==> src/tlcs_pkg.sv <==
`timescale 1ns / 1ps
// ----------------------------------------------------------------------------
// tlcs_pkg: shared types and constants
// Field widths, register indexes and the band record for the character
// segmenter.
// ----------------------------------------------------------------------------
package tlcs_pkg;

   localparam int RED_W      = 8;
   localparam int ROW_W      = 12;
   localparam int COL_W      = 7;
   localparam int WIDTH_W    = 8;
   localparam int HEIGHT_W   = 13;
   localparam int CSR_IDX_W  = 2;
   localparam int CSR_DATA_W = 13;

   localparam logic [CSR_IDX_W-1:0] CSR_IMAGE_WIDTH  = 2'd0;
   localparam logic [CSR_IDX_W-1:0] CSR_IMAGE_HEIGHT = 2'd1;

   // One closed band waiting for the column scan.
   typedef struct packed {
      logic [ROW_W-1:0]   top;
      logic [ROW_W-1:0]   bottom;
      logic [WIDTH_W-1:0] width;
   } band_meta_type;

   typedef struct packed {
      logic valid;
      logic full;
   } queue_status_type;

endpackage

==> src/tlcs_ifs.sv <==
`timescale 1ns / 1ps
// ----------------------------------------------------------------------------
// tlcs_ifs: channel interfaces
// Pixel, box and register-write channels with valid/ready handshakes.
// ----------------------------------------------------------------------------
interface tlcs_pixel_if;
   logic                     valid;
   logic                     ready;
   logic [tlcs_pkg::RED_W-1:0] red;
   modport source (output valid, output red, input ready);
   modport sink   (input valid, input red, output ready);
endinterface

interface tlcs_box_if;
   logic                       valid;
   logic                       ready;
   logic [tlcs_pkg::ROW_W-1:0] box_top;
   logic [tlcs_pkg::ROW_W-1:0] box_bottom;
   logic [tlcs_pkg::COL_W-1:0] box_left;
   logic [tlcs_pkg::COL_W-1:0] box_right;
   logic                       last_box;
   modport source (output valid, output box_top, output box_bottom, output box_left,
                   output box_right, output last_box, input ready);
   modport sink   (input valid, input box_top, input box_bottom, input box_left,
                   input box_right, input last_box, output ready);
endinterface

interface tlcs_csr_if;
   logic                            valid;
   logic                            ready;
   logic [tlcs_pkg::CSR_IDX_W-1:0]  index;
   logic [tlcs_pkg::CSR_DATA_W-1:0] data;
   modport source (output valid, output index, output data, input ready);
   modport sink   (input valid, input index, input data, output ready);
endinterface

==> src/tlcs_front.sv <==
`timescale 1ns / 1ps
// ----------------------------------------------------------------------------
// tlcs_front: pixel classifier and band tracker
// Walks the raster, ORs ink into the column marks and hands a snapshot of
// the marks to the queue when a blank row closes a band.
// ----------------------------------------------------------------------------
module tlcs_front #(
   parameter int MAX_WIDTH = 128
) (
   input  logic                           clock,
   input  logic                           reset,
   input  logic                           accept,
   input  logic [tlcs_pkg::RED_W-1:0]     red,
   input  logic [tlcs_pkg::WIDTH_W-1:0]   w_eff,
   input  logic [tlcs_pkg::HEIGHT_W-1:0]  h_eff,
   output logic                           push,
   output tlcs_pkg::band_meta_type        push_meta,
   output logic [MAX_WIDTH-1:0]           push_marks
);
   import tlcs_pkg::*;

   localparam int CIDX_W = $clog2(MAX_WIDTH);

   logic [COL_W-1:0]     col_ff, col_in;
   logic [ROW_W-1:0]     row_ff, row_in;
   logic                 row_ink_ff, row_ink_in;
   logic                 band_open_ff, band_open_in;
   logic [ROW_W-1:0]     band_top_ff, band_top_in;
   logic [MAX_WIDTH-1:0] marks_ff, marks_in;

   logic [COL_W-1:0] col;
   logic             last_col;
   logic             last_row;
   logic             ink;
   logic             ink_now;
   logic             open_now;

   always_comb begin
      col      = ({1'b0, col_ff} >= w_eff) ? COL_W'(w_eff - 8'd1) : col_ff;
      last_col = (({1'b0, col} + 8'd1) >= w_eff);
      last_row = (({1'b0, row_ff} + 13'd1) >= h_eff);
      ink      = (red == '0);
      ink_now  = row_ink_ff | ink;
      open_now = band_open_ff | ink;

      col_in       = col_ff;
      row_in       = row_ff;
      row_ink_in   = row_ink_ff;
      band_open_in = band_open_ff;
      band_top_in  = band_top_ff;
      marks_in     = marks_ff;
      push         = 1'b0;

      if (accept) begin
         if (ink) begin
            marks_in = marks_ff | (MAX_WIDTH'(1) << col[CIDX_W-1:0]);
            if (!band_open_ff) begin
               band_open_in = 1'b1;
               band_top_in  = row_ff;
            end
         end
         if (last_col) begin
            if (!ink_now && open_now) begin
               push         = 1'b1;
               marks_in     = '0;
               band_open_in = 1'b0;
            end
            row_ink_in = 1'b0;
            col_in     = '0;
            if (last_row) begin
               row_in       = '0;
               band_open_in = 1'b0;
               marks_in     = '0;
            end else begin
               row_in = row_ff + 12'd1;
            end
         end else begin
            row_ink_in = ink_now;
            col_in     = col + 7'd1;
         end
      end
   end

   assign push_meta.top    = band_top_ff;
   assign push_meta.bottom = row_ff;
   assign push_meta.width  = w_eff;
   assign push_marks       = marks_ff;

   always_ff @(posedge clock) begin
      if (reset) begin
         col_ff       <= '0;
         row_ff       <= '0;
         row_ink_ff   <= 1'b0;
         band_open_ff <= 1'b0;
         band_top_ff  <= '0;
         marks_ff     <= '0;
      end else begin
         col_ff       <= col_in;
         row_ff       <= row_in;
         row_ink_ff   <= row_ink_in;
         band_open_ff <= band_open_in;
         band_top_ff  <= band_top_in;
         marks_ff     <= marks_in;
      end
   end

endmodule

==> src/tlcs_queue.sv <==
`timescale 1ns / 1ps
// ----------------------------------------------------------------------------
// tlcs_queue: two-entry band queue
// Holds closed bands between the front tracker and the column scanner.
// ----------------------------------------------------------------------------
module tlcs_queue #(
   parameter int MAX_WIDTH = 128
) (
   input  logic                      clock,
   input  logic                      reset,
   input  logic                      push,
   input  tlcs_pkg::band_meta_type   push_meta,
   input  logic [MAX_WIDTH-1:0]      push_marks,
   input  logic                      pop,
   output tlcs_pkg::queue_status_type status,
   output tlcs_pkg::band_meta_type   head_meta,
   output logic [MAX_WIDTH-1:0]      head_marks
);
   import tlcs_pkg::*;

   band_meta_type        meta_ff [2];
   logic [MAX_WIDTH-1:0] marks_ff [2];
   logic                 wr_ptr_ff, wr_ptr_in;
   logic                 rd_ptr_ff, rd_ptr_in;
   logic [1:0]           count_ff, count_in;

   always_comb begin
      wr_ptr_in = wr_ptr_ff ^ push;
      rd_ptr_in = rd_ptr_ff ^ pop;
      count_in  = count_ff + {1'b0, push} - {1'b0, pop};
   end

   assign status.valid = (count_ff != 2'd0);
   assign status.full  = (count_ff == 2'd2);
   assign head_meta    = meta_ff[rd_ptr_ff];
   assign head_marks   = marks_ff[rd_ptr_ff];

   always_ff @(posedge clock) begin
      if (reset) begin
         wr_ptr_ff <= 1'b0;
         rd_ptr_ff <= 1'b0;
         count_ff  <= 2'd0;
      end else begin
         wr_ptr_ff <= wr_ptr_in;
         rd_ptr_ff <= rd_ptr_in;
         count_ff  <= count_in;
      end
   end

   always_ff @(posedge clock) begin
      if (push) begin
         meta_ff[wr_ptr_ff]  <= push_meta;
         marks_ff[wr_ptr_ff] <= push_marks;
      end
   end

endmodule

==> src/tlcs_back.sv <==
`timescale 1ns / 1ps
// ----------------------------------------------------------------------------
// tlcs_back: column scanner
// Steps through one band's column marks a column per cycle while boxes
// drain, and emits a box for each inked run closed by an empty column.
// ----------------------------------------------------------------------------
module tlcs_back #(
   parameter int MAX_WIDTH = 128
) (
   input  logic                       clock,
   input  logic                       reset,
   input  tlcs_pkg::queue_status_type status,
   input  tlcs_pkg::band_meta_type    head_meta,
   input  logic [MAX_WIDTH-1:0]       head_marks,
   output logic                       pop,
   tlcs_box_if.source                 rsp
);
   import tlcs_pkg::*;

   localparam int CIDX_W = $clog2(MAX_WIDTH);

   typedef enum logic [2:0] {
      ST_IDLE  = 3'b001,
      ST_SCAN  = 3'b010,
      ST_FLUSH = 3'b100
   } state_type;

   state_type        state_ff, state_in;
   logic [COL_W-1:0] idx_ff, idx_in;
   logic             in_run_ff, in_run_in;
   logic [COL_W-1:0] start_ff, start_in;
   logic             pend_ff, pend_in;
   logic [COL_W-1:0] pend_left_ff, pend_left_in;
   logic [COL_W-1:0] pend_right_ff, pend_right_in;

   logic             out_valid_ff, out_valid_in;
   logic [ROW_W-1:0] out_top_ff, out_top_in;
   logic [ROW_W-1:0] out_bottom_ff, out_bottom_in;
   logic [COL_W-1:0] out_left_ff, out_left_in;
   logic [COL_W-1:0] out_right_ff, out_right_in;
   logic             out_last_ff, out_last_in;

   logic             slot_free;
   logic             bit_now;
   logic             run_end;
   logic             emit;
   logic             emit_last;
   logic [COL_W-1:0] last_idx;

   always_comb begin
      slot_free = !out_valid_ff || rsp.ready;
      bit_now   = head_marks[idx_ff[CIDX_W-1:0]];
      run_end   = in_run_ff && !bit_now;
      last_idx  = COL_W'(head_meta.width - 8'd1);

      state_in      = state_ff;
      idx_in        = idx_ff;
      in_run_in     = in_run_ff;
      start_in      = start_ff;
      pend_in       = pend_ff;
      pend_left_in  = pend_left_ff;
      pend_right_in = pend_right_ff;
      pop           = 1'b0;
      emit          = 1'b0;
      emit_last     = 1'b0;

      unique case (state_ff)
         ST_IDLE: begin
            if (status.valid) begin
               state_in  = ST_SCAN;
               idx_in    = '0;
               in_run_in = 1'b0;
               pend_in   = 1'b0;
            end
         end
         ST_SCAN: begin
            if (!(run_end && pend_ff && !slot_free)) begin
               if (bit_now && !in_run_ff) begin
                  in_run_in = 1'b1;
                  start_in  = idx_ff;
               end
               if (run_end) begin
                  emit          = pend_ff;
                  pend_in       = 1'b1;
                  pend_left_in  = start_ff;
                  pend_right_in = idx_ff;
                  in_run_in     = 1'b0;
               end
               if (idx_ff == last_idx) begin
                  state_in = ST_FLUSH;
               end else begin
                  idx_in = idx_ff + 7'd1;
               end
            end
         end
         ST_FLUSH: begin
            if (!pend_ff || slot_free) begin
               emit      = pend_ff;
               emit_last = 1'b1;
               pend_in   = 1'b0;
               pop       = 1'b1;
               state_in  = ST_IDLE;
            end
         end
         default: begin
            state_in = ST_IDLE;
         end
      endcase

      out_valid_in  = emit ? 1'b1 : (out_valid_ff && !rsp.ready);
      out_top_in    = emit ? head_meta.top : out_top_ff;
      out_bottom_in = emit ? head_meta.bottom : out_bottom_ff;
      out_left_in   = emit ? pend_left_ff : out_left_ff;
      out_right_in  = emit ? pend_right_ff : out_right_ff;
      out_last_in   = emit ? emit_last : out_last_ff;
   end

   assign rsp.valid      = out_valid_ff;
   assign rsp.box_top    = out_top_ff;
   assign rsp.box_bottom = out_bottom_ff;
   assign rsp.box_left   = out_left_ff;
   assign rsp.box_right  = out_right_ff;
   assign rsp.last_box   = out_last_ff;

   always_ff @(posedge clock) begin
      if (reset) begin
         state_ff     <= ST_IDLE;
         in_run_ff    <= 1'b0;
         pend_ff      <= 1'b0;
         out_valid_ff <= 1'b0;
         idx_ff       <= '0;
      end else begin
         state_ff     <= state_in;
         in_run_ff    <= in_run_in;
         pend_ff      <= pend_in;
         out_valid_ff <= out_valid_in;
         idx_ff       <= idx_in;
      end
   end

   always_ff @(posedge clock) begin
      start_ff      <= start_in;
      pend_left_ff  <= pend_left_in;
      pend_right_ff <= pend_right_in;
      out_top_ff    <= out_top_in;
      out_bottom_ff <= out_bottom_in;
      out_left_ff   <= out_left_in;
      out_right_ff  <= out_right_in;
      out_last_ff   <= out_last_in;
   end

endmodule

==> src/text_line_char_segmenter.sv <==
`timescale 1ns / 1ps
// ----------------------------------------------------------------------------
// text_line_char_segmenter: projection-profile character segmentation
// Finds text bands in a raster pixel stream and reports one box per
// character found by the column ink profile of each band.
// ----------------------------------------------------------------------------
// The block takes one pixel per cycle on req_ch while the queue has
// room and keeps taking pixels while earlier bands are still being
// scanned. When a blank row closes a band, its column marks are copied
// into a two-entry queue; the scanner then picks the band up, walks its
// marks one column per cycle unless rsp_ch holds off a waiting box, and
// hands off the last box. req_ch.ready drops only while two closed bands
// sit in the queue; the band under scan keeps its entry until its last
// box has moved to the output stage. Boxes come out of a registered
// output stage in left-to-right order, last_box set on the final box of
// each band. A band still open at the bottom of the image, and a
// character that touches the right edge, give no box. Registers on
// csr_ch (image_width at index 0, image_height at index 1) are taken
// every cycle; image_width keeps the low 8 bits of its data, and
// out-of-range values clamp to 1 or to the maximum.
// ----------------------------------------------------------------------------
module text_line_char_segmenter #(
   parameter int MAX_WIDTH  = 128,
   parameter int MAX_HEIGHT = 4096
) (
   input  logic        clock,
   input  logic        reset,
   tlcs_pixel_if.sink  req_ch,
   tlcs_box_if.source  rsp_ch,
   tlcs_csr_if.sink    csr_ch
);
   import tlcs_pkg::*;

   // configuration registers
   logic [WIDTH_W-1:0]  width_ff, width_in;
   logic [HEIGHT_W-1:0] height_ff, height_in;

   // effective (clamped) frame size
   logic [WIDTH_W-1:0]  w_eff;
   logic [HEIGHT_W-1:0] h_eff;

   logic                 accept;
   logic                 push;
   band_meta_type        push_meta;
   logic [MAX_WIDTH-1:0] push_marks;
   logic                 pop;
   queue_status_type     q_status;
   band_meta_type        head_meta;
   logic [MAX_WIDTH-1:0] head_marks;

   // register writes: every transfer is taken, unknown indexes are ignored
   assign csr_ch.ready = 1'b1;

   always_comb begin
      width_in  = width_ff;
      height_in = height_ff;
      if (csr_ch.valid) begin
         unique case (csr_ch.index)
            CSR_IMAGE_WIDTH:  width_in  = csr_ch.data[WIDTH_W-1:0];
            CSR_IMAGE_HEIGHT: height_in = csr_ch.data;
            default: ;
         endcase
      end
   end

   always_ff @(posedge clock) begin
      if (reset) begin
         width_ff  <= WIDTH_W'(MAX_WIDTH);
         height_ff <= HEIGHT_W'(MAX_HEIGHT);
      end else begin
         width_ff  <= width_in;
         height_ff <= height_in;
      end
   end

   // zero acts as one, anything past the maximum acts as the maximum
   always_comb begin
      if (width_ff == '0) begin
         w_eff = WIDTH_W'(1);
      end else if (width_ff > WIDTH_W'(MAX_WIDTH)) begin
         w_eff = WIDTH_W'(MAX_WIDTH);
      end else begin
         w_eff = width_ff;
      end
      if (height_ff == '0) begin
         h_eff = HEIGHT_W'(1);
      end else if (height_ff > HEIGHT_W'(MAX_HEIGHT)) begin
         h_eff = HEIGHT_W'(MAX_HEIGHT);
      end else begin
         h_eff = height_ff;
      end
   end

   // front side stalls only when the band queue is full
   assign req_ch.ready = !q_status.full;
   assign accept       = req_ch.valid && req_ch.ready;

   tlcs_front #(
      .MAX_WIDTH (MAX_WIDTH)
   ) u_front (
      .clock      (clock),
      .reset      (reset),
      .accept     (accept),
      .red        (req_ch.red),
      .w_eff      (w_eff),
      .h_eff      (h_eff),
      .push       (push),
      .push_meta  (push_meta),
      .push_marks (push_marks)
   );

   tlcs_queue #(
      .MAX_WIDTH (MAX_WIDTH)
   ) u_queue (
      .clock      (clock),
      .reset      (reset),
      .push       (push),
      .push_meta  (push_meta),
      .push_marks (push_marks),
      .pop        (pop),
      .status     (q_status),
      .head_meta  (head_meta),
      .head_marks (head_marks)
   );

   tlcs_back #(
      .MAX_WIDTH (MAX_WIDTH)
   ) u_back (
      .clock      (clock),
      .reset      (reset),
      .status     (q_status),
      .head_meta  (head_meta),
      .head_marks (head_marks),
      .pop        (pop),
      .rsp        (rsp_ch)
   );

endmodule

==> src/flat_wrapper.sv <==
// flat-port wrapper written by rule: the top's interface ports become plain ports
module text_line_char_segmenter_flat import tlcs_pkg::*;
#(
   parameter int MAX_WIDTH  = 128,
   parameter int MAX_HEIGHT = 4096
)
  (clock, reset, req_ch_valid, req_ch_red, req_ch_ready, rsp_ch_valid, rsp_ch_box_top, rsp_ch_box_bottom, rsp_ch_box_left, rsp_ch_box_right, rsp_ch_last_box, rsp_ch_ready, csr_ch_valid, csr_ch_index, csr_ch_data, csr_ch_ready);
  tlcs_pixel_if req_ch_i ();
  tlcs_box_if rsp_ch_i ();
  tlcs_csr_if csr_ch_i ();
  input  logic clock;
  input  logic reset;
  input wire logic [$bits(req_ch_i.valid)-1:0] req_ch_valid;
  input wire logic [$bits(req_ch_i.red)-1:0] req_ch_red;
  output wire logic [$bits(req_ch_i.ready)-1:0] req_ch_ready;
  output wire logic [$bits(rsp_ch_i.valid)-1:0] rsp_ch_valid;
  output wire logic [$bits(rsp_ch_i.box_top)-1:0] rsp_ch_box_top;
  output wire logic [$bits(rsp_ch_i.box_bottom)-1:0] rsp_ch_box_bottom;
  output wire logic [$bits(rsp_ch_i.box_left)-1:0] rsp_ch_box_left;
  output wire logic [$bits(rsp_ch_i.box_right)-1:0] rsp_ch_box_right;
  output wire logic [$bits(rsp_ch_i.last_box)-1:0] rsp_ch_last_box;
  input wire logic [$bits(rsp_ch_i.ready)-1:0] rsp_ch_ready;
  input wire logic [$bits(csr_ch_i.valid)-1:0] csr_ch_valid;
  input wire logic [$bits(csr_ch_i.index)-1:0] csr_ch_index;
  input wire logic [$bits(csr_ch_i.data)-1:0] csr_ch_data;
  output wire logic [$bits(csr_ch_i.ready)-1:0] csr_ch_ready;
  assign req_ch_i.valid = req_ch_valid;
  assign req_ch_i.red = req_ch_red;
  assign req_ch_ready = req_ch_i.ready;
  assign rsp_ch_valid = rsp_ch_i.valid;
  assign rsp_ch_box_top = rsp_ch_i.box_top;
  assign rsp_ch_box_bottom = rsp_ch_i.box_bottom;
  assign rsp_ch_box_left = rsp_ch_i.box_left;
  assign rsp_ch_box_right = rsp_ch_i.box_right;
  assign rsp_ch_last_box = rsp_ch_i.last_box;
  assign rsp_ch_i.ready = rsp_ch_ready;
  assign csr_ch_i.valid = csr_ch_valid;
  assign csr_ch_i.index = csr_ch_index;
  assign csr_ch_i.data = csr_ch_data;
  assign csr_ch_ready = csr_ch_i.ready;
  text_line_char_segmenter #(.MAX_WIDTH(MAX_WIDTH), .MAX_HEIGHT(MAX_HEIGHT)) u_core (.clock(clock), .reset(reset), .req_ch(req_ch_i), .rsp_ch(rsp_ch_i), .csr_ch(csr_ch_i));
endmodule
==> config.mk <==
export PLATFORM = sky130hd
export DESIGN_NAME = text_line_char_segmenter_flat
export DESIGN_NICKNAME = d
export VERILOG_FILES = /design/src/tlcs_pkg.sv /design/src/tlcs_ifs.sv /design/src/tlcs_front.sv /design/src/tlcs_queue.sv /design/src/tlcs_back.sv /design/src/text_line_char_segmenter.sv /design/src/flat_wrapper.sv
export SDC_FILE = /design/constraint.sdc
export NUM_CORES = 1
export LEC_CHECK = 0
export BUFFER_PORTS_ARGS = -buffer_cell sky130_fd_sc_hd__buf_2
export CAP_MARGIN = 40
export CORE_AREA = 2 2 277 348
export DETAILED_ROUTE_END_ITERATION = 10
export DIE_AREA = 0 0 279 350
export GPL_TIMING_DRIVEN = 0
export REMOVE_ABC_BUFFERS = 1
export SYNTH_ARGS = -nofsm -noshare
export SYNTH_HDL_FRONTEND = slang
export SYNTH_SLANG_ARGS = --single-unit
==> constraint.sdc <==
create_clock -name clock -period 21.4 [get_ports clock]
set_clock_uncertainty 0.2 [all_clocks]
set_input_delay 4.28 -clock clock [delete_from_list [all_inputs] [get_ports clock]]
set_output_delay 4.28 -clock clock [all_outputs]
set_load 0.02 [all_outputs]
; ---- After elaboration in Yosys (flattened, before gate mapping)
; Memories as Yosys holds them, arrays and structs flattened. A register that Yosys moved wholly into a read port is not among the register bits.
; Index checks and enable logic that the tools add are counted.
[classes]
addsub = 9
n_lt_le_gt_ge = 6
eq_ne = 13
shift = 1
mux = 50
n_bitwise = 7
reduce_logical = 34
[op_table]
columns = cell, n
row1 = two-way mux 128 bit, 4
row2 = OR 128 bit, 1
row3 = "<< shifter 1 x 7 -> 128 bit, first input constant", 1
row4 = two-way mux 7 bit, 5
row5 = two-way mux 1 bit, 26
row6 = two-way mux 13 bit, 2
row7 = zero test 8 bit, 2
row8 = two-way mux 8 bit, 2
row9 = "adder 7 x 1 -> 7 bit, second input constant", 2
row10 = one-hot mux 7 bit (2 select lines), 1
row11 = "subtractor 7 x 1 -> 7 bit, second input constant", 2
row12 = "adder 12 x 1 -> 13 bit, second input constant", 1
row13 = greater-or-equal comparator 13 bit, 1
row14 = "greater-than comparator 13 bit, second input constant", 1
row15 = zero test 13 bit, 1
row16 = "adder 12 x 1 -> 12 bit, second input constant", 1
row17 = two-way mux 12 bit, 1
row18 = two-way mux 3 bit, 4
row19 = AND reduction 4 bit, 3
row20 = "!= test 2 bit, second input constant", 5
row21 = one-hot mux 3 bit (3 select lines), 1
row22 = AND reduction 3 bit, 3
row23 = "adder 7 x 1 -> 8 bit, second input constant", 1
row24 = greater-or-equal comparator 7 x 8 -> 1 bit, 1
row25 = other kinds (27), 48
[totals]
reg_bits = 259
mem_bits_rw = 320
inputBits = 28
output_inout_bits = 42
word_cells = 146
memories = 2
[mem_list]
columns = name, words, width, rd, rd_ports_with_merged_regs, write_ports, line_no
row1 = u_core.u_queue.marks_ff, 2, 128, 1, 1, 1, tlcs_queue.sv:22  ; logic [MAX_WIDTH-1:0] marks_ff [2];
row2 = u_core.u_queue.meta_ff, 2, 32, 1, 1, 1, tlcs_queue.sv:21  ; band_meta_type meta_ff [2];

; ---- Depth between registers and ports, before layout
[depth]
word_depth = 11
ltp_mapped = 29
mapped_depth_nobuf = 27

; ---- Cells and area by module
; From an unflattened synthesis, not the netlist that was laid out.
[unflattened]
hier_cells = 1837
area_unflattened_um2 = 24798.8
[modules_own_cells]
columns = module, instances, cells_each, area_per_inst_um2, seq_area_each_um2
row1 = tlcs_queue, 1, 517, 12110.4, 9689.3
row2 = tlcs_front, 1, 902, 7778.7, 3223.1
row3 = tlcs_back, 1, 301, 3963.8, 2062.0
row4 = text_line_char_segmenter, 1, 117, 945.9, 420.4

; ---- Worst setup path before layout
; OpenSTA, ideal clock, no wires.
[synth_path]
path_type = input to register
from = in req_ch_valid
to = mem u_core.u_queue.marks_ff[1][0] (enable)
setup_ns = 0.539
arrival_time_ns = 8.825
t_required_ns = 20.661
slack_ns = 11.836
path_stages = 6
path_buffers = 1
cell_sequence = nand2_1 -> buf_1 -> nor2_1 -> nand3_1 -> inv_1 -> ha_1
[synth_via]
elab_chain_cells = 4
[synth_lines]
columns = element, line_no
row1 = start: declaration, flat_wrapper.sv:13  ; input wire logic [$bits(req_ch_i.valid)-1:0] req_ch_valid;
row2 = logical AND 1 bit, text_line_char_segmenter.sv:96  ; assign accept = req_ch.valid && req_ch.ready;
row3 = two-way mux 1 bit, tlcs_front.sv:54  ; if (accept) begin
row4 = two-way mux 1 bit, tlcs_queue.sv:51  ; if (push) begin
row5 = two-way mux 1 bit (not written as such), tlcs_queue.sv:53  ; marks_ff[wr_ptr_ff] <= push_marks;
row6 = end: declaration, tlcs_queue.sv:22
; No other way between the ends.

==> flow_metrics.env <==
export IMPL_final_cell_mix="edfxtp_1, dfxtp_1, nor2_1"
export IMPL_worst_slew_pin_slew_ps=876.2
export IMPL_synth_top_cell_area_share_pct=48.39
export IMPL_start_util_pct=24.92
export IMPL_fmax_ghz=0.1303
export IMPL_die_area_um2=97650
export IMPL_vias=14410
export IMPL_mostFrequentLayoutCell="edfxtp_1"
export IMPL_numCtsBuffers=50
export IMPL_drt_first_pass_iters=5
export IMPL_critPathLaunchType="flop"
export IMPL_yosysWarnings=0
export IMPL_cp_max_fo=57
export IMPL_drt_wl_total_um=52480
export IMPL_cts_tree="built"
export IMPL_post_route_util_pct=29.21
export IMPL_synthCells=1709
export IMPL_clk_path_buf_depth=3
export IMPL_dp_cells=2930
export IMPL_avgSynthCellArea_um2=13.72
export IMPL_cts_root_buffer="clkbuf_16"
export IMPL_remaining_drc_errors=0
export IMPL_synth_edf_count=378
export IMPL_cp_required_ps=21450
export IMPL_hold_viol=0
export IMPL_wl_per_cell_um=17.36
export IMPL_critPathMaxStageDelay_ps=630
export IMPL_cts_resized=0
export IMPL_fin_setup_tns_ps=0
export IMPL_critPathKind="reg2reg"
export IMPL_gp_congestion=0.8530
export IMPL_max_slew_margin_pct=40.34
export IMPL_grt_pass1_vias=14820
export IMPL_holdBufCountCts=0
export IMPL_synth_ff_type="edfxtp_1"
export IMPL_p_leak_nw=8.512
export IMPL_ys_types=77
export IMPL_ant_nets=0
export IMPL_vias_per_cell=4.766
export IMPL_cp_end_kind="flop"
export IMPL_post_cts_buffers=0
export IMPL_synth_seq_cells=577
export IMPL_final_nets=1839
export IMPL_path_clk_slew_ps=70
export IMPL_clock_sinks=577
export IMPL_yosysTopAreaCell="edfxtp_1"
export IMPL_fp_row_count=126
export IMPL_dr_first_iter_drc_count=989
export IMPL_fin_ws_ps=13730
export IMPL_grt_usage_pct=10.61
export IMPL_drv_cap=0
export IMPL_synth_area_um2=23450
export IMPL_powerDensity_nw_per_um2=81.88
export IMPL_place_ws_ps=13720
export IMPL_min_path_type="reg2reg"
export IMPL_outcome="finished clean"
export IMPL_grt_max_degree=66
export IMPL_cp_arrival_ps=7720
export IMPL_placed_area_um2=25700
export IMPL_grt_overflow=0
export IMPL_period_share_pct=35.86
export IMPL_period_needed_ps=7673
export IMPL_htree_levels=2
export IMPL_max_vdd_ir_drop_mv=0.05300
export IMPL_slowest_stage="nor2_1"
export IMPL_io_buffers=68
export IMPL_finalSetupViolations=0
export IMPL_core_region_area_um2=94120
export IMPL_ys_seq_area_share_pct=65.38
export IMPL_layout_cells_non_filler=3024
export IMPL_area_delta_synth_final_pct=17.22
export IMPL_drive_gt1_share_pct=16.70
export IMPL_die_h_um=350
export IMPL_reg2reg_depth=25
export IMPL_pin_count=70
export IMPL_ys_async_sr_fraction_pct=0
export IMPL_postLayoutCellArea_um2=27490
export IMPL_die_w_um=279
export IMPL_rsz0062_at_grt="no"
export IMPL_grt_first_pass_wirelength_um=83020
export IMPL_hold_path_depth=0
export IMPL_slew_viol_final=0
export IMPL_clk_latency_ps=590
export IMPL_diodes=0
export IMPL_synthTopCellsByArea="edfxtp_1, dfxtp_1, mux4_2"
export IMPL_hpwl_um=35630
export IMPL_grt_antenna_before_repair=1
## final timing paths
path / from / to / slack (ps)
max: u_core.width_ff[7] / u_core.u_queue.marks_ff[0][68] / 13730
min: u_core.u_back.pend_left_ff[6] / u_core.u_back.rsp.box_left[6] / 220
max reg2reg: u_core.width_ff[7] / u_core.u_queue.marks_ff[0][68] / 13730
min reg2reg: u_core.u_back.pend_left_ff[6] / u_core.u_back.rsp.box_left[6] / 220
## power breakdown
part | total, mW | switching (mW) | internal (mW)
combinational | 0.108 | 0.0714 | 0.0362
sequential | 1.18 | 0.00505 | 1.17
clock | 0.964 | 0.401 | 0.563
total | 2.25 | 0.478 | 1.77
## layer usage
layer | up-vias | part of all wire, % | track usage [%]
li1 | 6636 | - | -
met1 | 7284 | 39 | 11.99
met2 | 393 | 54 | 20.34
met3 | 98 | 4.0 | 1.142
met4 | 0 | 3.3 | 4.005
met5 | - | 0 | 0
## cells in the mapped netlist, types with 24 or more instances
cell type,number
edfxtp_1,378
dfxtp_1,199
nor2_1,193
nand2_1,105
a31oi_1,100
mux2i_1,84
mux4_2,49
a21oi_1,47
ha_1,44
nand3_1,44
clkbuf_1,43
mux2_2,35
a41oi_1,33
inv_1,26
buf_2,24
xnor2_1,24
## critical path: cells and delay by family (launching register included)
kind            cells  cell delay (ps)
buf+inv             7             1600
flops               1              510
xor+xnor            1              210
compound gates      6             1590
mux                 2              580
fa+ha+maj           4             1340
simple gates        5             1220
## per-stage QoR
stage | total power [mW] | hold slack, ps
after floorplan | 1.263 | 200.3
after global placement | 1.296 | 200.5
after detailed placement | 1.311 | 205.9
after CTS | 2.274 | 225.2
after global routing | 2.322 | 234.8
final | 2.251 | 223.1
## logic make-up after synthesis
kind of cell	count (synthesis)	share of synthesized area [%]
DFF	577	65.38
and+or+nand+nor	455	8.866
AOI/OAI and AO/OA	292	8.647
muxes	174	10.57
buffers and inverters	134	2.977
adders and majority gates	44	2.347
xor gates and xnor gates	32	1.195
other	1	0.01599
## state kept, by name (all words and copies together) (netlist names), 2 cells and up
signal	count
u_core.height_ff	13
u_core.u_front.row_ff	12
u_core.u_back.rsp.box_bottom	12
u_core.u_queue.count_ff	2
u_core.u_back.pend_left_ff	7
u_core.u_back.start_ff	7
u_core.u_back.rsp.box_right	7
u_core.u_back.state_ff	3
u_core.u_back.rsp.box_top	12
u_core.u_front.push_marks	128
u_core.u_back.rsp.box_left	7
u_core.u_back.pend_right_ff	7
u_core.u_queue.meta_ff	62
u_core.u_front.col_ff	7
u_core.u_queue.marks_ff	256
u_core.u_front.band_top_ff	12
u_core.width_ff	8
u_core.u_back.idx_ff	7
## layout make-up
type | instances | area, um^2
well taps | 1216 | 1521
flip-flops and latches | 577 | 15340
fillers | 9274 | 66620
inverters | 27 | 101.3
clock inverters | 28 | 381.6
multi-input cells | 998 | 7497
repair buffers | 113 | 1250
clock buffers | 65 | 1400
Note: power is estimated with default switching activity, not from simulation.
